## src/rtl/core/otc_pkg.sv

```systemverilog
// shared types, codes and constants of the oscillator trim calibrator
`default_nettype none

package otc_pkg;

	// field and counter widths
	localparam int unsigned TRIM_W     = 8;
	localparam int unsigned DEV_W      = 16;
	localparam int unsigned ERR_W      = 16;
	localparam int unsigned WCNT_W     = 5;
	localparam int unsigned APB_ADDR_W = 4;
	localparam int unsigned APB_DATA_W = 32;

	// register indexes
	localparam logic [1:0] REG_RANGE_MODE  = 2'd0;
	localparam logic [1:0] REG_MAX_STEP    = 2'd1;
	localparam logic [1:0] REG_LOW_SWITCH  = 2'd2;
	localparam logic [1:0] REG_HIGH_SWITCH = 2'd3;

	// range modes, any other code behaves as full range
	localparam logic [1:0] MODE_FULL = 2'd0;
	localparam logic [1:0] MODE_LOW  = 2'd1;
	localparam logic [1:0] MODE_DUAL = 2'd2;

	// register reset values
	localparam logic [1:0]        RST_RANGE_MODE  = MODE_FULL;
	localparam logic [TRIM_W-1:0] RST_MAX_STEP    = 8'd32;
	localparam logic [6:0]        RST_LOW_SWITCH  = 7'd96;
	localparam logic [TRIM_W-1:0] RST_HIGH_SWITCH = 8'd128;

	// input actions
	localparam logic ACT_START  = 1'b0;
	localparam logic ACT_REPORT = 1'b1;

	// trim constants
	localparam logic [TRIM_W-1:0] TRIM_MID      = 8'h80;
	localparam logic [TRIM_W-1:0] TRIM_LOW_TOP  = 8'h7f;
	localparam logic [TRIM_W-1:0] TRIM_MAX      = 8'hff;
	localparam logic [TRIM_W-1:0] SCAN_SPAN     = 8'd2;
	localparam logic [DEV_W-1:0]  DEV_MAX       = 16'hffff;

	// writes sent straight out; later ones collapse into one held write
	localparam logic [WCNT_W-1:0] WRITE_DIRECT = 5'd30;

	typedef enum logic [1:0] {
		KIND_WRITE   = 2'd0,
		KIND_MEASURE = 2'd1,
		KIND_DONE    = 2'd2
	} kind_t;

	typedef enum logic [1:0] {
		PH_IDLE   = 2'd0,
		PH_SEARCH = 2'd1,
		PH_SCAN   = 2'd2
	} phase_t;

	// what follows the end of a trim walk
	typedef enum logic [1:0] {
		CONT_MEAS   = 2'd0,
		CONT_DONE   = 2'd1,
		CONT_FINISH = 2'd2
	} cont_t;

	typedef enum logic [2:0] {
		ST_IDLE       = 3'd0,
		ST_DECODE     = 3'd1,
		ST_BEGIN      = 3'd2,
		ST_FINISH     = 3'd3,
		ST_WALK_SETUP = 3'd4,
		ST_WALK       = 3'd5,
		ST_FLUSH      = 3'd6,
		ST_FINAL      = 3'd7
	} seq_state_t;

	typedef struct packed {
		logic [1:0]        range_mode;
		logic [TRIM_W-1:0] max_step;
		logic [6:0]        low_switch_point;
		logic [TRIM_W-1:0] high_switch_point;
	} cfg_t;

	typedef struct packed {
		logic                    action;
		logic [TRIM_W-1:0]       initial_trim;
		logic signed [ERR_W-1:0] freq_error;
	} in_item_t;

	typedef struct packed {
		kind_t             kind;
		logic [TRIM_W-1:0] trim;
		logic [DEV_W-1:0]  best_deviation;
		logic              last;
	} out_item_t;

endpackage

`default_nettype wire

```

## src/rtl/core/otc_regs.sv

```systemverilog
// configuration register file on the apb-style port
`default_nettype none

module otc_regs import otc_pkg::*; (
	input  logic                  clk,
	input  logic                  arst_n,
	input  logic                  psel,
	input  logic                  penable,
	input  logic                  pwrite,
	input  logic [APB_ADDR_W-1:0] paddr,
	input  logic [APB_DATA_W-1:0] pwdata,
	output logic [APB_DATA_W-1:0] prdata,
	output logic                  pready,
	output cfg_t                  cfg
);

	cfg_t       cfg_q;
	logic [1:0] reg_idx;
	logic       wr_en;

	assign reg_idx = paddr[APB_ADDR_W-1:2];
	assign wr_en   = psel && penable && pwrite && pready;
	assign pready  = 1'b1;
	assign cfg     = cfg_q;

	// register writes
	always_ff @(posedge clk or negedge arst_n) begin
		if (!arst_n) begin
			cfg_q.range_mode        <= RST_RANGE_MODE;
			cfg_q.max_step          <= RST_MAX_STEP;
			cfg_q.low_switch_point  <= RST_LOW_SWITCH;
			cfg_q.high_switch_point <= RST_HIGH_SWITCH;
		end else if (wr_en) begin
			unique case (reg_idx)
				REG_RANGE_MODE:  cfg_q.range_mode        <= pwdata[1:0];
				REG_MAX_STEP:    cfg_q.max_step          <= pwdata[TRIM_W-1:0];
				REG_LOW_SWITCH:  cfg_q.low_switch_point  <= pwdata[6:0];
				REG_HIGH_SWITCH: cfg_q.high_switch_point <= pwdata[TRIM_W-1:0];
			endcase
		end
	end

	// read mux
	always_comb begin
		prdata = '0;
		unique case (reg_idx)
			REG_RANGE_MODE:  prdata = APB_DATA_W'(cfg_q.range_mode);
			REG_MAX_STEP:    prdata = APB_DATA_W'(cfg_q.max_step);
			REG_LOW_SWITCH:  prdata = APB_DATA_W'(cfg_q.low_switch_point);
			REG_HIGH_SWITCH: prdata = APB_DATA_W'(cfg_q.high_switch_point);
		endcase
	end

endmodule

`default_nettype wire

```

## src/rtl/core/otc_engine.sv

```systemverilog
// calibration sequencer with the shared trim step unit
`default_nettype none

module otc_engine import otc_pkg::*; (
	input  logic      clk,
	input  logic      arst_n,
	input  cfg_t      cfg,
	input  logic      in_valid,
	output logic      in_ready,
	input  in_item_t  in_item,
	output logic      res_valid,
	input  logic      res_ready,
	output out_item_t res_item
);

	seq_state_t        state_q, state_d;
	phase_t            phase_q;
	cont_t             cont_q;
	kind_t             fkind_q;
	in_item_t          in_q;
	logic [TRIM_W-1:0] cur_q, step_q, trial_q, scan_lo_q, scan_hi_q, best_q;
	logic [TRIM_W-1:0] frt_q, wtgt_q, worig_q, pend_q;
	logic [DEV_W-1:0]  least_q, frd_q, fdev_q;
	logic              ri_q, pend_v_q;
	logic [WCNT_W-1:0] wcnt_q;

	// mirror a switch point onto the other range's switch point
	function automatic logic [TRIM_W-1:0] mirror(input cfg_t c, input logic [TRIM_W-1:0] t);
		return TRIM_W'({1'b0, c.low_switch_point}) + c.high_switch_point - t;
	endfunction

	// report decode
	logic              is_dual, is_low, err_zero, err_neg;
	logic [ERR_W-1:0]  err_bits;
	logic [DEV_W-1:0]  abs_dev, least_upd;
	logic [TRIM_W-1:0] step_half, trial_srch, scan_lo_new, scan_hi_new, best_upd;
	logic [TRIM_W:0]   trial_ext;
	logic              scan_better, scan_end, fin_first, fin_restore;

	assign is_dual   = cfg.range_mode == MODE_DUAL;
	assign is_low    = cfg.range_mode == MODE_LOW;
	assign err_bits  = in_q.freq_error;
	assign err_zero  = err_bits == '0;
	assign err_neg   = err_bits[ERR_W-1];
	assign abs_dev   = err_neg ? (~err_bits + 16'd1) : err_bits;
	assign step_half = step_q >> 1;
	assign trial_srch = err_neg ? (trial_q - step_half) : (trial_q + step_half);
	assign trial_ext = {1'b0, trial_q};

	// scan window around the search result, clipped to the range
	assign scan_lo_new = (trial_ext > ({1'b0, scan_lo_q} + (TRIM_W+1)'(SCAN_SPAN)))
		? (trial_q - SCAN_SPAN) : scan_lo_q;
	assign scan_hi_new = ((trial_ext + (TRIM_W+1)'(SCAN_SPAN)) < {1'b0, scan_hi_q})
		? (trial_q + SCAN_SPAN) : scan_hi_q;

	// scan keeps the least deviation, later ties win
	assign scan_better = abs_dev <= least_q;
	assign least_upd   = scan_better ? abs_dev : least_q;
	assign best_upd    = scan_better ? trial_q : best_q;
	assign scan_end    = (trial_q >= scan_hi_q) || (trial_q == TRIM_MAX);

	// range completion choices
	assign fin_first   = is_dual && !ri_q;
	assign fin_restore = is_dual && ri_q && (frd_q < fdev_q);

	// range bounds for a new search
	logic [TRIM_W-1:0] rng_lo, rng_hi, rng_step, rng_trial;
	logic [TRIM_W:0]   rng_span;

	always_comb begin
		if (is_dual && ri_q) begin
			rng_lo = TRIM_MID;
			rng_hi = TRIM_MAX;
		end else if (is_dual || is_low) begin
			rng_lo = '0;
			rng_hi = TRIM_LOW_TOP;
		end else begin
			rng_lo = '0;
			rng_hi = TRIM_MAX;
		end
	end

	assign rng_span  = {1'b0, rng_hi} - {1'b0, rng_lo} + 9'd1;
	assign rng_step  = rng_span[TRIM_W:1];
	assign rng_trial = rng_lo + rng_step;

	// shared trim step unit
	logic [TRIM_W-1:0] ms, cross_t, wdiff, wstep, wnext;
	logic              setup_jump, w_at, w_up, w_land;

	assign ms = (cfg.max_step == '0) ? 8'd1 : cfg.max_step;

	// crossing the range edge heads for the own range's switch point first
	always_comb begin
		cross_t = worig_q;
		if (is_dual && !cur_q[TRIM_W-1] && worig_q[TRIM_W-1]) begin
			cross_t = TRIM_W'({1'b0, cfg.low_switch_point});
		end else if (is_dual && cur_q[TRIM_W-1] && !worig_q[TRIM_W-1]) begin
			cross_t = cfg.high_switch_point;
		end
	end

	assign setup_jump = (worig_q != cross_t) && (cur_q == cross_t);
	assign w_at       = cur_q == wtgt_q;
	assign w_up       = cur_q < wtgt_q;
	assign wdiff      = w_up ? (wtgt_q - cur_q) : (cur_q - wtgt_q);
	assign wstep      = (wdiff > ms) ? (w_up ? (cur_q + ms) : (cur_q - ms)) : wtgt_q;
	assign w_land     = (worig_q != wtgt_q) && (wstep == wtgt_q);
	assign wnext      = w_land ? mirror(cfg, wtgt_q) : wstep;

	// trim write issue
	logic              wr_now, wr_direct, wr_stall, wr_fire;
	logic [TRIM_W-1:0] wr_val;

	always_comb begin
		wr_now = 1'b0;
		wr_val = wnext;
		if (state_q == ST_WALK_SETUP && setup_jump) begin
			wr_now = 1'b1;
			wr_val = mirror(cfg, cross_t);
		end else if (state_q == ST_WALK && !w_at) begin
			wr_now = 1'b1;
		end
	end

	assign wr_direct = wcnt_q < WRITE_DIRECT;
	assign wr_stall  = wr_now && wr_direct && !res_ready;
	assign wr_fire   = wr_now && !wr_stall;

	// next state
	always_comb begin
		state_d = state_q;
		unique case (state_q)
			ST_IDLE: if (in_valid) begin
				state_d = ST_DECODE;
			end
			ST_DECODE: begin
				if (in_q.action == ACT_START) begin
					state_d = ST_BEGIN;
				end else if (phase_q == PH_IDLE) begin
					state_d = ST_IDLE;
				end else if (err_zero) begin
					state_d = ST_FINISH;
				end else begin
					state_d = ST_WALK_SETUP;
				end
			end
			ST_BEGIN: state_d = ST_WALK_SETUP;
			ST_FINISH: begin
				if (fin_first) begin
					state_d = ST_BEGIN;
				end else if (fin_restore) begin
					state_d = ST_WALK_SETUP;
				end else begin
					state_d = ST_FLUSH;
				end
			end
			ST_WALK_SETUP: if (!wr_stall) begin
				state_d = ST_WALK;
			end
			ST_WALK: if (w_at) begin
				state_d = (cont_q == CONT_FINISH) ? ST_FINISH : ST_FLUSH;
			end
			ST_FLUSH: if (!pend_v_q || res_ready) begin
				state_d = ST_FINAL;
			end
			ST_FINAL: if (res_ready) begin
				state_d = ST_IDLE;
			end
		endcase
	end

	// outputs
	always_comb begin
		res_valid               = 1'b0;
		res_item.kind           = KIND_WRITE;
		res_item.trim           = wr_val;
		res_item.best_deviation = '0;
		res_item.last           = 1'b0;
		unique case (state_q)
			ST_WALK_SETUP, ST_WALK: res_valid = wr_now && wr_direct;
			ST_FLUSH: begin
				res_valid     = pend_v_q;
				res_item.trim = pend_q;
			end
			ST_FINAL: begin
				res_valid               = 1'b1;
				res_item.kind           = fkind_q;
				res_item.trim           = cur_q;
				res_item.best_deviation = (fkind_q == KIND_DONE) ? fdev_q : '0;
				res_item.last           = 1'b1;
			end
			default: ;
		endcase
	end

	assign in_ready = state_q == ST_IDLE;

	// state register
	always_ff @(posedge clk or negedge arst_n) begin
		if (!arst_n) begin
			state_q <= ST_IDLE;
		end else begin
			state_q <= state_d;
		end
	end

	// captured input item
	always_ff @(posedge clk) begin
		if (in_valid && in_ready) begin
			in_q <= in_item;
		end
	end

	// calibration state and walk registers
	always_ff @(posedge clk or negedge arst_n) begin
		if (!arst_n) begin
			phase_q   <= PH_IDLE;
			cont_q    <= CONT_MEAS;
			fkind_q   <= KIND_MEASURE;
			cur_q     <= '0;
			step_q    <= '0;
			trial_q   <= '0;
			scan_lo_q <= '0;
			scan_hi_q <= '0;
			best_q    <= '0;
			least_q   <= '1;
			ri_q      <= 1'b0;
			frt_q     <= '0;
			frd_q     <= '0;
			fdev_q    <= '0;
			wtgt_q    <= '0;
			worig_q   <= '0;
			pend_q    <= '0;
			pend_v_q  <= 1'b0;
			wcnt_q    <= '0;
		end else begin
			unique case (state_q)
				ST_IDLE: if (in_valid) begin
					wcnt_q   <= '0;
					pend_v_q <= 1'b0;
				end
				ST_DECODE: begin
					if (in_q.action == ACT_START) begin
						cur_q   <= in_q.initial_trim;
						ri_q    <= 1'b0;
						frt_q   <= '0;
						frd_q   <= '0;
						least_q <= '1;
					end else if (phase_q != PH_IDLE) begin
						if (err_zero) begin
							fdev_q <= '0;
						end else if (phase_q == PH_SEARCH) begin
							step_q <= step_half;
							cont_q <= CONT_MEAS;
							if (step_half == '0) begin
								scan_lo_q <= scan_lo_new;
								scan_hi_q <= scan_hi_new;
								best_q    <= trial_q;
								least_q   <= DEV_MAX;
								trial_q   <= scan_lo_new;
								worig_q   <= scan_lo_new;
								phase_q   <= PH_SCAN;
							end else begin
								trial_q <= trial_srch;
								worig_q <= trial_srch;
							end
						end else begin
							least_q <= least_upd;
							best_q  <= best_upd;
							if (scan_end) begin
								worig_q <= best_upd;
								fdev_q  <= least_upd;
								cont_q  <= CONT_FINISH;
							end else begin
								trial_q <= trial_q + 8'd1;
								worig_q <= trial_q + 8'd1;
								cont_q  <= CONT_MEAS;
							end
						end
					end
				end
				ST_BEGIN: begin
					scan_lo_q <= rng_lo;
					scan_hi_q <= rng_hi;
					step_q    <= rng_step;
					trial_q   <= rng_trial;
					worig_q   <= rng_trial;
					phase_q   <= PH_SEARCH;
					cont_q    <= CONT_MEAS;
				end
				ST_FINISH: begin
					if (fin_first) begin
						frt_q <= cur_q;
						frd_q <= fdev_q;
						ri_q  <= 1'b1;
					end else begin
						phase_q <= PH_IDLE;
						if (fin_restore) begin
							fdev_q  <= frd_q;
							worig_q <= frt_q;
							cont_q  <= CONT_DONE;
						end else begin
							fkind_q <= KIND_DONE;
						end
					end
				end
				ST_WALK_SETUP: if (!wr_stall) begin
					wtgt_q <= setup_jump ? worig_q : cross_t;
				end
				ST_WALK: begin
					if (w_at) begin
						fkind_q <= (cont_q == CONT_DONE) ? KIND_DONE : KIND_MEASURE;
					end else if (!wr_stall) begin
						wtgt_q <= w_land ? worig_q : wtgt_q;
					end
				end
				default: ;
			endcase

			// every trim write moves the trim in force
			if (wr_fire) begin
				cur_q <= wr_val;
				if (wr_direct) begin
					wcnt_q <= wcnt_q + 5'd1;
				end else begin
					pend_q   <= wr_val;
					pend_v_q <= 1'b1;
				end
			end
		end
	end

	// write counter saturates at the direct limit
	assert property (@(posedge clk) disable iff (!arst_n)
		wcnt_q <= WRITE_DIRECT)
		else $error("write count past direct limit");

	// a held write exists only once the direct writes are used up
	assert property (@(posedge clk) disable iff (!arst_n)
		pend_v_q |-> wcnt_q == WRITE_DIRECT)
		else $error("held write before direct limit");

	// only the closing result of an item is other than a trim write
	assert property (@(posedge clk) disable iff (!arst_n)
		(res_valid && !res_item.last) |-> res_item.kind == KIND_WRITE)
		else $error("non-write result without last");

	// an accepted item is decoded in the next cycle
	assert property (@(posedge clk) disable iff (!arst_n)
		(in_valid && in_ready) |=> state_q == ST_DECODE)
		else $error("accepted item not decoded");

	// scan window never inverts
	assert property (@(posedge clk) disable iff (!arst_n)
		phase_q == PH_SCAN |-> scan_lo_q <= scan_hi_q)
		else $error("scan window inverted");

endmodule

`default_nettype wire

```

## src/rtl/core/oscillator_trim_calibrator_unit.sv

```systemverilog
// top level of the oscillator trim calibrator
//
// Usage: write range_mode, max_step and the two switch points over the
// apb-style port while the block is idle (pready is always high). Send a
// start item with the trim now in force; the block answers with trim writes
// and one measure request. Each measurement report then gives more trim
// writes followed by a measure request, or by a done result that carries
// the chosen trim and its absolute error. The closing result of every item
// has last set. A report while no calibration runs gives no result.
// An item goes through decode and setup, the trim writes of the stepped
// walk, and the closing result; a range change or final restore passes
// through a finish step and a new walk setup. The sequencer works on
// one item at a time, so the next item is taken once the closing result is
// in the output register. The walk unit steps the trim by max_step per
// cycle unless the receiver stalls. Writes past the thirtieth of one item
// collapse into a single write of the last trim, sent before the close.
// Reset returns the registers to their defaults and the block to idle.
// When the receiver stalls, the sequencer holds and no result is lost.
`default_nettype none

module oscillator_trim_calibrator_unit import otc_pkg::*; (
	input  logic                  clk,
	input  logic                  arst_n,
	input  logic                  psel,
	input  logic                  penable,
	input  logic                  pwrite,
	input  logic [APB_ADDR_W-1:0] paddr,
	input  logic [APB_DATA_W-1:0] pwdata,
	output logic [APB_DATA_W-1:0] prdata,
	output logic                  pready,
	input  logic                  in_valid,
	output logic                  in_ready,
	input  in_item_t              in_data,
	output logic                  out_valid,
	input  logic                  out_ready,
	output out_item_t             out_data
);

	cfg_t      cfg;
	logic      res_valid, res_ready;
	out_item_t res_item;
	logic      out_valid_q;
	out_item_t out_q;

	// configuration registers
	otc_regs u_regs (
		.clk     (clk),
		.arst_n  (arst_n),
		.psel    (psel),
		.penable (penable),
		.pwrite  (pwrite),
		.paddr   (paddr),
		.pwdata  (pwdata),
		.prdata  (prdata),
		.pready  (pready),
		.cfg     (cfg)
	);

	// calibration sequencer
	otc_engine u_engine (
		.clk       (clk),
		.arst_n    (arst_n),
		.cfg       (cfg),
		.in_valid  (in_valid),
		.in_ready  (in_ready),
		.in_item   (in_data),
		.res_valid (res_valid),
		.res_ready (res_ready),
		.res_item  (res_item)
	);

	// output register, refilled in the cycle it drains
	assign res_ready = !out_valid_q || out_ready;

	always_ff @(posedge clk or negedge arst_n) begin
		if (!arst_n) begin
			out_valid_q <= 1'b0;
		end else if (res_ready) begin
			out_valid_q <= res_valid;
		end
	end

	always_ff @(posedge clk) begin
		if (res_valid && res_ready) begin
			out_q <= res_item;
		end
	end

	assign out_valid = out_valid_q;
	assign out_data  = out_q;

endmodule

`default_nettype wire

```

## config.mk

```make
export PLATFORM = sky130hd
export DESIGN_NAME = oscillator_trim_calibrator_unit
export DESIGN_NICKNAME = d
export VERILOG_FILES = /design/src/rtl/core/otc_pkg.sv /design/src/rtl/core/otc_regs.sv /design/src/rtl/core/otc_engine.sv /design/src/rtl/core/oscillator_trim_calibrator_unit.sv
export SDC_FILE = /design/constraint.sdc
export NUM_CORES = 1
export LEC_CHECK = 0
export BUFFER_PORTS_ARGS = -buffer_cell sky130_fd_sc_hd__buf_2
export CAP_MARGIN = 20
export CORE_ASPECT_RATIO = 1.1
export CORE_MARGIN = 4
export CORE_UTILIZATION = 50
export CTS_CLUSTER_DIAMETER = 80
export DETAILED_ROUTE_END_ITERATION = 7
export PLACE_DENSITY_LB_ADDON = 0.3
export RECOVER_POWER = 25
export SYNTH_ARGS = -nofsm -noshare
export SYNTH_HDL_FRONTEND = slang
export SYNTH_SLANG_ARGS = --single-unit
```

## constraint.sdc

```tcl
create_clock -name clk -period 5.7 [get_ports clk]
set_clock_uncertainty 0.15 [all_clocks]
set_input_delay 1.71 -clock clk [delete_from_list [all_inputs] [get_ports clk]]
set_output_delay 1.71 -clock clk [all_outputs]
set_load 0.01 [all_outputs]
```

==> results of run 1 <==
## layer usage
layer | wire [um] | vias to the layer above
met5 | 0 | -
met4 | 975 | 0
met3 | 2920 | 74
met2 | 19700 | 424
met1 | 18700 | 6381
li1 | - | 6151
## worst max-delay path: cells and delay by family, from the launching register on
family	cells	cell delay (ns)
compound gates	8	1.80
fa+ha+maj	2	0.92
mux	2	0.68
xor+xnor	2	0.65
flops	1	0.50
buf+inv	2	0.38
simple gates	1	0.10
## cell usage in the layout (no fill, tap or decap), types with 39 or more instances in the layout
cell type	n
mux2i_1	65
dfrtp_1	148
edfxtp_1	52
xor2_1	39
nand2_1	147
nor3_1	41
nand3_1	41
xnor2_1	61
buf_2	76
nor2_1	115
mux2_2	45
a21oi_1	111
ha_1	122
inv_1	116
o21ai_0	98
## per-stage QoR
stage	cells	hold WS (ns)	cell area, sq um
final	2187	0.330	17300
after global routing	2187	0.340	17300
after CTS	2183	0.331	17200
after detailed placement	2138	0.318	16500
after global placement	2138	0.310	16500
after floorplan	1712	0.296	15800
## flip-flops by register name, indices dropped and copies added, names as in the netlist, 2 cells and up
| name | cells |
|---|---|
| u_engine.cont_q | 2 |
| u_engine.scan_hi_q | 8 |
| out_data | 27 |
| u_engine.pend_q | 8 |
| u_engine.scan_lo_q | 8 |
| u_engine.wcnt_q | 5 |
| u_engine.trial_q | 8 |
| u_engine.step_q | 7 |
| u_engine.err_bits | 16 |
| u_engine.fdev_q | 16 |
| u_engine.fkind_q | 2 |
| u_engine.state_q | 3 |
| u_engine.worig_q | 8 |
| u_engine.phase_q | 2 |
| u_regs.cfg | 25 |
| u_engine.frt_q | 8 |
| u_engine.wtgt_q | 8 |
| u_engine.in_q | 9 |
| u_engine.least_q | 16 |
| u_engine.cur_q | 8 |
| u_engine.frd_q | 16 |
| u_engine.best_q | 8 |
## cell families (layout without fill, tap and decap cells)
kind of cell | Yosys count | after routing
buffers and inverters | 212 | 273
adders and majority gates | 129 | 129
and+or+nand+nor | 461 | 461
xor gates and xnor gates | 103 | 103
DFF | 221 | 221
muxes | 112 | 112
AOI/OAI and AO/OA | 449 | 449
other | 2 | 25
## synth_stat cells (7+ instances only)
cell type,count
clkbuf_1,51
buf_2,8
o22ai_1,12
dfrtp_1,148
nor3_1,41
fa_1,7
edfxtp_1,52
or2_2,10
a22oi_1,10
ha_1,122
a21oi_1,111
xor2_1,39
o211ai_1,10
a31oi_1,8
nor2_1,117
o21ai_0,98
nor2b_1,20
nand3_1,41
mux2i_1,65
xnor2_1,61
inv_1,116
o21bai_1,8
o21a_1,16
o31ai_1,14
a22o_1,37
a21o_1,37
buf_1,9
nand4_1,14
buf_4,26
nand2_1,147
nand2b_1,26
mux2_2,45
o221ai_1,10
dfstp_2,21
## final cells by class
cell class / instances / area share
Clock buffer: 31 / 0.0375
Tap cell: 414 / 0.0300
Sequential cell: 221 / 0.337
Inverter: 116 / 0.0252
Clock inverter: 14 / 0.00572
Timing Repair Buffer: 112 / 0.0393
Multi-Input combinational cell: 1279 / 0.526
## how the worst max path moves through the flow
| stage | startpoint | end | slack, ns | depth (start not counted) |
|---|---|---|---|---|
| global route | u_engine.wtgt_q[5] | out_data[17] | 0.19 | 21 |
| detailed placement | u_engine.wtgt_q[3] | out_data[17] | 0.50 | 17 |
| finish | u_engine.wtgt_q[3] | out_data[17] | 0.36 | 17 |
| CTS | u_engine.wtgt_q[3] | out_data[17] | 0.47 | 17 |
| global placement | u_engine.wtgt_q[3] | out_data[17] | 0.57 | 17 |
| floorplan | u_engine.cur_q[0] | out_data[17] | 0.58 | 20 |
==> results by group, run 1 <==
STA
  – Worst Slack Setup Final: 0.356 ns
  – Maximum clock frequency: 187 MHz
  – Final worst-path cycle share: 0.937
  – Setup repair after global routing missed its margin: false
  – Worst slew pin tran: 2.72 ns
  – Sum of negative setup slack: 0 ns
  – Final number of setup-violating endpoints: 0
  – Fin. max-slew vios: 105
  – Headroom to the max-slew limit: -0.816
  – Final period demand of the worst path: 5.34 ns
  – Final hold violations: 0

Yosys
  – Count of distinct cell types in the synthesized netlist: 84
  – Post-synth EDFFs: 52
  – Adder-Cell Fraction of Synth Area: 0.106
  – Top-area cell type share of the netlist area: 0.236
  – Combinational family with the most area after synthesis: compound AO/OA/AOI/OAI gates
  – Post-Synthesis Mean Instance Area: 9.30 sq um
  – Biggest area consumer among synthesized cells: dfrtp_1
  – Flip-flop and latch count after synthesis: 221
  – Area fraction in and, or, nand and nor cells after synthesis: 0.138
  – Instance count of the mapped netlist: 1689
  – Xor and xnor area share after synthesis: 0.0597
  – Fraction of synthesized area in multiplexers: 0.0766
  – Dominant cells by area after synthesis: dfrtp_1, edfxtp_1, ha_1, mux2i_1, a21oi_1
  – Syn. warnings: 0
  – Compound-cell area share of the yosys netlist: 0.191
  – Post-synthesis sequential area ratio: 0.370
  – Dominant synthesized flop cell: dfrtp_1
  – Combined area of all synthesized cells: between 15000 and 20000 sq um
  – Ys async rst share: 0.765

Min path
  – Min-Delay Path Depth: 1
  – Hold crit path type: flop to flop
  – Min-Delay Startpoint: u_engine.cont_q[0]
  – Hold-critical path endpoint: u_engine.cont_q[0]

Floorplan
  – Cell row count: 67
  – Starting utilization of the core area: 0.511
  – Die area: 34300 sq um
  – Io pins: 130
  – Horizontal extent of the die: 177 um
  – Die Y: just under 200 um
  – Core Region: 30800 sq um

Global route
  – Met2 layer usage reported by global route: 0.399
  – Global-route wire length before repair: between 60000 and 70000 um
  – Met3 Usage GRT: 0.0367
  – Fraction of met1 tracks used by global routing: 0.344
  – Busiest metal layer after global routing: met2
  – Number of antenna violations at the first check in global routing: 0
  – Pin count of the biggest net entering global routing: ~110
  – Gr ovfl total: 0
  – All-Layer GR Usage: 0.245
  – Vias in the first global route: 12900

Final layout
  – Final antenna diode count: 0
  – Fill count: about 2800
  – Area of the multi-input gates: 9080 sq um
  – Share of post-route cells with drive strength above 1: 0.139
  – Number of nets in the layout: 1952
  – Utilization after layout: 0.562
  – Area used by sequential logic in the layout: roughly 5800 sq um
  – P&R area growth vs syn: 10.0%

Placement
  – Post-DP HPWL: 31500 um
  – Number of port buffers: between 70 and 80
  – Final GP Congestion: 0.960
  – Post-placement setup slack: 0.503 ns

Clock network
  – Number of clock sinks seen by CTS: ~220
  – Number of H-tree levels: 1
  – Count of instances resized after the clock tree is built: 0
  – Buffer cell driving the clock tree root: clkbuf_16
  – Number of setup buffers added after CTS: 0
  – Buffers from clock root to sink, at most: 3
  – Clock Latency Late Sink: between 0.5 and 0.6 ns
  – TritonCTS clock tree: yes
  – Hold-fix buffers at CTS: 0
  – Post-CTS clock slew at the launch and capture registers of the worst setup and hold paths: approximately 0.060 ns
  – CTS buffer count: 25

Route
  – Residual DRC count: 0
  – Wire length per cell: 19.4 um
  – Pre-Repair DR Iteration Count: 5
  – Routed vias/inst: 5.96
  – Initial detailed-routing violation count: roughly 1100
  – Via total after detailed routing: around 13000
  – Number of nets with antenna violations after routing: 0
  – Routed wire length: ~42000 um

Critical path
  – End of the worst register-to-register path: out_data[17]
  – Cells along the critical path: inv_1, ha_1, a21oi_1, nand2_1, a21oi_2, buf_4, o31ai_1, xnor2_1, ha_1, o2111ai_1, a41o_1, a311oi_2, xnor3_1, o21ai_2, mux2_2, mux2_2, o21ai_0
  – Crit path max-delay cell type: dfrtp_1
  – Crit path capture type: flop
  – R2r worst-path depth: 17
  – Stage delay of the slowest cell on the critical path: 0.50 ns
  – Start of the worst register-to-register path: u_engine.wtgt_q[3]
  – Critical path startpoint category: flop
  – Endpoint arrival time on the critical path: between 5 and 6 ns
  – Flop2flop setup slack: between 0.3 and 0.4 ns
  – Crit Path Class: flop to flop
  – Top fanout value on the critical path: 13
  – Required time reported for the critical path endpoint: 5.89 ns

Flow run
  – Max cap viols: 1

Run status
  – Failing checks: capacitance limit, slew limit
  – Status: finished, violations left
Power of run 1 is not shown: default switching activity piles up to over one toggle a cycle in this logic, so the estimate is an artifact.
==> run 2: changes to the inputs <==
==> constraint.sdc (replaced) <==
create_clock -name clk -period 5.7 [get_ports clk]
set_clock_uncertainty 0.15 [all_clocks]
set_input_delay 0 -clock clk [delete_from_list [all_inputs] [get_ports clk]]
set_output_delay 0 -clock clk [all_outputs]
set_load 0.01 [all_outputs]
==> results by group, run 2 (same netlist as run 1, synthesis figures left out) <==
STA
  – Fin. max-slew vios: 41 (was 105)
  – Sum of negative setup slack: 0 ns (unchanged)
  – Final worst-path cycle share: 0.924 (was 0.937)
  – Final period demand of the worst path: 5.27 ns (was 5.34 ns)
  – Headroom to the max-slew limit: -0.683 (was -0.816)
  – Maximum clock frequency: 190 MHz (was 187 MHz)
  – Final number of setup-violating endpoints: 0 (unchanged)
  – Setup repair after global routing missed its margin: false (unchanged)
  – Final hold violations: 0 (unchanged)
  – Worst slew pin tran: 2.52 ns (was 2.72 ns)

Final layout
  – P&R area growth vs syn: 12.8% (was 10.0%)
  – Area used by sequential logic in the layout: 5820 sq um (unchanged)
  – Fill count: 2755 (was 2772)
  – Largest register FFs: 27 (unchanged)
  – Utilization after layout: 0.576 (was 0.562)
  – Area of the multi-input gates: 9100 sq um (was 9080 sq um)
  – Most common cell after layout, fill and taps aside: dfrtp_1 (unchanged)
  – Share of post-route cells with drive strength above 1: 0.117 (was 0.139)
  – Final antenna diode count: 0 (unchanged)
  – Commonest cells after routing, fill and taps aside: dfrtp_1, nand2_1, ha_1 (unchanged)
  – Number of nets in the layout: 1993 (was 1952)

Min path
  – Hold crit path type: input port to flop (was flop to flop)
  – Min-Delay Startpoint: paddr[3] (was u_engine.cont_q[0])
  – Hold-critical path endpoint: u_regs.cfg[8] (was u_engine.cont_q[0])
  – Min-Delay Path Depth: 3 (was 1)

Clock network
  – Buffers from clock root to sink, at most: 3 (unchanged)
  – Number of H-tree levels: 1 (unchanged)
  – Post-CTS clock slew at the launch and capture registers of the worst setup and hold paths: 0.06 ns (about the same)
  – TritonCTS clock tree: yes (unchanged)
  – Clock Latency Late Sink: 0.54 ns (was 0.53 ns)
  – Buffer cell driving the clock tree root: clkbuf_16 (unchanged)
  – Number of clock sinks seen by CTS: 221 (unchanged)
  – CTS buffer count: 26 (was 25)

Floorplan
  – Die area: 34300 sq um (unchanged)
  – Starting utilization of the core area: 0.511 (unchanged)
  – Core Region: 30800 sq um (unchanged)
  – Io pins: 130 (unchanged)
  – Die Y: 194 um (unchanged)
  – Horizontal extent of the die: 177 um (unchanged)
  – Cell row count: 67 (unchanged)

Route
  – Residual DRC count: 0 (unchanged)
  – Wire length per cell: 19.6 um (was 19.4 um)
  – Pre-Repair DR Iteration Count: 7 (was 5)
  – Number of nets with antenna violations after routing: 0 (unchanged)
  – Routed vias/inst: 5.98 (was 5.96)
  – Via total after detailed routing: 13300 (was 13000)
  – Routed wire length: 43600 um (was 42400 um)
  – Initial detailed-routing violation count: 960 (was 1108)

Critical path
  – Cells along the critical path: inv_1, fa_1, nand3_1, nand2_1, a21oi_4, buf_4, mux2i_1, nand2_1, a221oi_1, xnor2_1, ha_1, nand3_1, nor3_1, a21o_1, or2_2, o21ai_4, mux2_2, mux2_2, o21ai_0 (was inv_1, ha_1, a21oi_1, nand2_1, a21oi_2, buf_4, o31ai_1, xnor2_1, ha_1, o2111ai_1, a41o_1, a311oi_2, xnor3_1, o21ai_2, mux2_2, mux2_2, o21ai_0)
  – Flop2flop setup slack: 0.43 ns (was 0.36 ns)
  – Start of the worst register-to-register path: u_engine.wtgt_q[1] (was u_engine.wtgt_q[3])
  – Crit Path Class: flop to flop (unchanged)
  – R2r worst-path depth: 19 (was 17)
  – Top fanout value on the critical path: 10 (was 13)
  – Crit path capture type: flop (unchanged)
  – Crit path max-delay cell type: fa_1 (was dfrtp_1)
  – Endpoint arrival time on the critical path: 5.50 ns (was 5.53 ns)
  – End of the worst register-to-register path: out_data[17] (unchanged)
  – Critical path startpoint category: flop (unchanged)
  – Required time reported for the critical path endpoint: 5.93 ns (was 5.89 ns)
  – Stage delay of the slowest cell on the critical path: 0.48 ns (was 0.50 ns)

Run status
  – Failing checks: capacitance limit, slew limit (unchanged)
  – Status: finished, violations left (unchanged)

Placement
  – Number of port buffers: 78 (unchanged)
  – Final GP Congestion: 0.942 (was 0.960)
  – Post-DP HPWL: 32200 um (was 31500 um)

Global route
  – Pin count of the biggest net entering global routing: 64 (was 105)
  – All-Layer GR Usage: 0.250 (was 0.245)
  – Number of antenna violations at the first check in global routing: 0 (unchanged)
  – Global-route wire length before repair: 70200 um (was 68800 um)
  – Gr ovfl total: 0 (unchanged)
  – Vias in the first global route: 13100 (was 12900)

Flow run
  – Max cap viols: 1 (unchanged)
## run 2: final cells by class
class,count,share of cell area
timing repair buffer,152,0.0572
clock inverter,7,0.00522
tap,414,0.0292
inverter,116,0.0246
sequential,221,0.328
clock buffer,41,0.0422
multi-input combinational,1279,0.513
## run 2: worst max-delay path by stage
stage,from,depth (start not counted),end,slack (ns)
2_1_floorplan,u_engine.cur_q[0],20,out_data[17],0.58
3_3_place_gp,u_engine.wtgt_q[1],20,out_data[17],0.40
3_5_place_dp,u_engine.wtgt_q[3],19,u_engine.wtgt_q[2],0.38
4_1_cts,u_engine.wtgt_q[1],20,out_data[17],0.33
5_1_grt,u_engine.wtgt_q[3],19,out_data[17],0.05
6_report,u_engine.wtgt_q[1],19,out_data[17],0.43
## run 2: worst max-delay path, delay by kind of cell (launching register included)
family,cells,cell delay [ns]
flip-flops,1,0.47
AND/OR/NAND/NOR,6,0.84
adder cells (fa/ha/maj),2,0.76
XOR/XNOR,1,0.20
multiplexers,3,0.90
buffers and inverters,2,0.48
AO/OA/AOI/OAI,5,1.30
## run 2: per-stage QoR
step | std cells | hold slack, ns | instance area [sq um] | setup WS, ns
5_1_grt | 2230 | 0.0182 | 17700 | 0.0470
3_3_place_gp | 2139 | -0.159 | 16500 | 0.401
4_1_cts | 2229 | 0.00196 | 17800 | 0.331
3_5_place_dp | 2139 | -0.156 | 16500 | 0.376
6_report | 2230 | 0.0134 | 17700 | 0.433
2_1_floorplan | 1712 | -0.446 | 15800 | 0.583
## run 2: timing repair
action / CTS / global route
endpoints found under the setup margin: 0 / 12
setup buffers: 0 / 0
hold endpoints to repair: 132 / 0
resized for setup: 0 / 4
hold buffers: 42 / 0
## run 2: metal layers
metal  global-route usage  share of wire  up-vias
met4               0.0674          0.027        0
li1                     -              -     6237
met3               0.0396          0.070       89
met5                    0              0        -
met2                0.405           0.47      501
met1                0.351           0.44     6501
Power of run 2 is left out for the same reason.
==> run 3: changes to the inputs <==
Settings changed: SYNTH_HIERARCHICAL set to 1.
==> results by group, run 3 <==
STA
  – Worst slew pin tran: 3.07 ns (was 2.52 ns)
  – Final period demand of the worst path: 5.40 ns (was 5.27 ns)
  – Maximum clock frequency: 185 MHz (was 190 MHz)
  – Setup repair after global routing missed its margin: false (unchanged)
  – Headroom to the max-slew limit: -1.05 (was -0.683)
  – Fin. max-slew vios: 65 (was 41)
  – Final worst-path cycle share: 0.948 (was 0.924)
  – Final number of setup-violating endpoints: 0 (unchanged)
  – Final hold violations: 0 (unchanged)
  – Sum of negative setup slack: 0 ns (unchanged)

Clock network
  – Buffer cell driving the clock tree root: clkbuf_16 (unchanged)
  – Number of clock sinks seen by CTS: 221 (unchanged)
  – Buffers from clock root to sink, at most: 3 (unchanged)
  – Clock Latency Late Sink: 0.57 ns (was 0.54 ns)
  – Number of H-tree levels: 1 (unchanged)
  – TritonCTS clock tree: yes (unchanged)
  – Post-CTS clock slew at the launch and capture registers of the worst setup and hold paths: 0.07 ns (was 0.06 ns)
  – CTS buffer count: 26 (unchanged)

Global route
  – Number of antenna violations at the first check in global routing: 0 (unchanged)
  – Global-route wire length before repair: 74200 um (was 70200 um)
  – Pin count of the biggest net entering global routing: 78 (was 64)
  – Vias in the first global route: 13800 (was 13100)
  – Gr ovfl total: 0 (unchanged)
  – All-Layer GR Usage: 0.251 (was 0.250)

Floorplan
  – Die area: 35600 sq um (was 34300 sq um)
  – Die Y: 197 um (was 194 um)
  – Horizontal extent of the die: 180 um (was 177 um)
  – Starting utilization of the core area: 0.505 (was 0.511)
  – Core Region: 32300 sq um (was 30800 sq um)
  – Cell row count: 69 (was 67)
  – Io pins: 130 (unchanged)

Critical path
  – Cells along the critical path: inv_1, ha_1, inv_1, fa_1, nand3_1, a21oi_2, nor2_2, buf_4, nand2_1, o21ai_0, inv_1, ha_1, nor2b_1, o211a_1, o21ai_1, a211o_1, xnor3_1, xnor2_2, a21oi_2, a221o_1, a221o_1 (was inv_1, fa_1, nand3_1, nand2_1, a21oi_4, buf_4, mux2i_1, nand2_1, a221oi_1, xnor2_1, ha_1, nand3_1, nor3_1, a21o_1, or2_2, o21ai_4, mux2_2, mux2_2, o21ai_0)
  – Crit Path Class: flop to flop (unchanged)
  – Crit path capture type: flop (unchanged)
  – Crit path max-delay cell type: xnor3_1 (was fa_1)
  – Cell with the most instances on the worst path: inv_1
  – Required time reported for the critical path endpoint: 5.87 ns (was 5.93 ns)
  – Stage delay of the slowest cell on the critical path: 0.46 ns (was 0.48 ns)
  – Top fanout value on the critical path: 14 (was 10)
  – Critical path startpoint category: flop (unchanged)
  – Endpoint arrival time on the critical path: 5.57 ns (was 5.50 ns)

Final layout
  – Number of nets in the layout: 2042 (was 1993)
  – Commonest cells after routing, fill and taps aside: dfrtp_1, nand2_1, ha_1 (unchanged)
  – Largest register FFs: 27 (unchanged)
  – Most common cell after layout, fill and taps aside: dfrtp_1 (unchanged)
  – P&R area growth vs syn: 15.5% (was 12.8%)
  – Share of post-route cells with drive strength above 1: 0.131 (was 0.117)
  – Final cell count without fillers: 2291 (was 2230)
  – Final antenna diode count: 0 (unchanged)

Yosys
  – Post-synth EDFFs: 52 (unchanged)
  – Dominant cells by area after synthesis: dfrtp_1, edfxtp_1, ha_1, xnor2_1, mux2i_1 (was dfrtp_1, edfxtp_1, ha_1, mux2i_1, a21oi_1)
  – Biggest area consumer among synthesized cells: dfrtp_1 (unchanged)
  – Syn. warnings: 6 (was 0)
  – Instance count of the mapped netlist: 1715 (was 1689)
  – Top post-synthesis cells by count: dfrtp_1, nand2_1, ha_1 (unchanged)
  – Post-Synthesis Mean Instance Area: 9.51 sq um (was 9.30 sq um)
  – Top-area cell type share of the netlist area: 0.227 (was 0.236)
  – Flip-flop and latch count after synthesis: 221 (unchanged)
  – Post-synthesis sequential area ratio: 0.357 (was 0.370)
  – Leading cell type by number of instances after synthesis: dfrtp_1 (unchanged)
  – Combined area of all synthesized cells: 16300 sq um (was 15700 sq um)
  – Ys async rst share: 0.765 (unchanged)
  – Dominant synthesized flop cell: dfrtp_1 (unchanged)
  – Count of distinct cell types in the synthesized netlist: 108 (was 84)

Route
  – Routed wire length: 46000 um (was 43600 um)
  – Residual DRC count: 0 (unchanged)
  – Routed vias/inst: 6.07 (was 5.98)
  – Via total after detailed routing: 13900 (was 13300)
  – Initial detailed-routing violation count: 1161 (was 960)
  – Number of nets with antenna violations after routing: 0 (unchanged)
  – Pre-Repair DR Iteration Count: 6 (was 7)
  – Wire length per cell: 20.1 um (was 19.6 um)

Flow run
  – Max cap viols: 1 (unchanged)

Run status
  – Status: finished, violations left (unchanged)
  – Failing checks: capacitance limit, slew limit (unchanged)

Placement
  – Placed cell count: 2171 (was 2139)
  – Final GP Congestion: 0.922 (was 0.942)
  – Post-DP HPWL: 33200 um (was 32200 um)
  – Number of port buffers: 78 (unchanged)

Min path
  – Hold crit path type: input port to flop (unchanged)
==> run 3: cell types whose count changed after synthesis, sizes merged, moves of 10 or more <==
cell / before / now
a21oi: 113 / 91
mux2: 45 / 66
nand2: 149 / 133
xor2: 40 / 24
o21ai: 104 / 89
buf: 43 / 56
nand4: 14 / 25
xnor2: 61 / 71
==> run 3: kinds of logic after synthesis <==
logic type | Yosys count | synth area share
buf+inv | 214 | 0.0598
other cells | 2 | 0.000461
mux | 124 | 0.0871
flops | 221 | 0.357
simple gates | 488 | 0.149
xor+xnor | 96 | 0.0529
fa+ha+maj | 129 | 0.102
compound gates | 441 | 0.192
==> run 3: layout make-up <==
class	count	area, sq um
Sequential cell	221	5820
Inverter	114	428
Timing Repair Buffer	179	1320
Multi-Input combinational cell	1303	9630
Fill cell	2737	13500
Clock inverter	21	439
Tap cell	426	533
Clock buffer	27	664
==> run 3: metrics by stage <==
stage | hold slack, ns | worst slack, ns | utilization | cell area [sq um]
detailed placement | -0.288 | 0.265 | 0.526 | 17000
global placement | -0.288 | 0.327 | 0.526 | 17000
finish | 0.00743 | 0.299 | 0.583 | 18800
floorplan | -0.446 | 0.632 | - | 16400
CTS | 0.00263 | 0.219 | 0.582 | 18800
global route | 0.00816 | 0.00526 | 0.583 | 18800
==> run 3: what timing repair did <==
| action | CTS | global route |
|---|---|---|
| hold buffers | 68 | 1 |
| endpoints found under the hold margin | 212 | 13 |
| resized for setup | 0 | 4 |
| buffers inserted | 0 | 0 |
| endpoints found under the setup margin | 0 | 12 |
==> run 3: layer usage <==
layer | vias up | global-route usage | wire length [um]
li1 | 6455 | - | -
met1 | 6795 | 0.331 | 19400
met2 | 550 | 0.438 | 22300
met3 | 112 | 0.0297 | 2690
met4 | 0 | 0.0798 | 1520
met5 | - | 0 | 0
==> run 3: final timing paths <==
path	startpoint	end	slack, ns	cells after the start
setup reg to reg	u_engine/cur_q[0]	out_data[23]	0.30	21
max in group asynchronous	arst_n	u_engine/step_q[7]	1.04	5
setup / recovery	u_engine/cur_q[0]	out_data[23]	0.30	21
min in group asynchronous	arst_n	u_regs/cfg[9]	0.75	4
hold / removal	in_data[21]	u_engine/in_q[21]	0.007	2
hold reg to reg	u_engine/best_q[7]	u_engine/best_q[7]	0.34	1
==> run 3: critical path: cells and delay by family, from the launching register on <==
family	cells	cell delay (ns)
AO/OA/AOI/OAI	8	1.75
XOR/XNOR	2	0.82
adder cells (fa/ha/maj)	3	0.90
buffers and inverters	4	0.58
flip-flops	1	0.39
AND/OR/NAND/NOR	4	0.55
Power of run 3 is left out for the same reason.
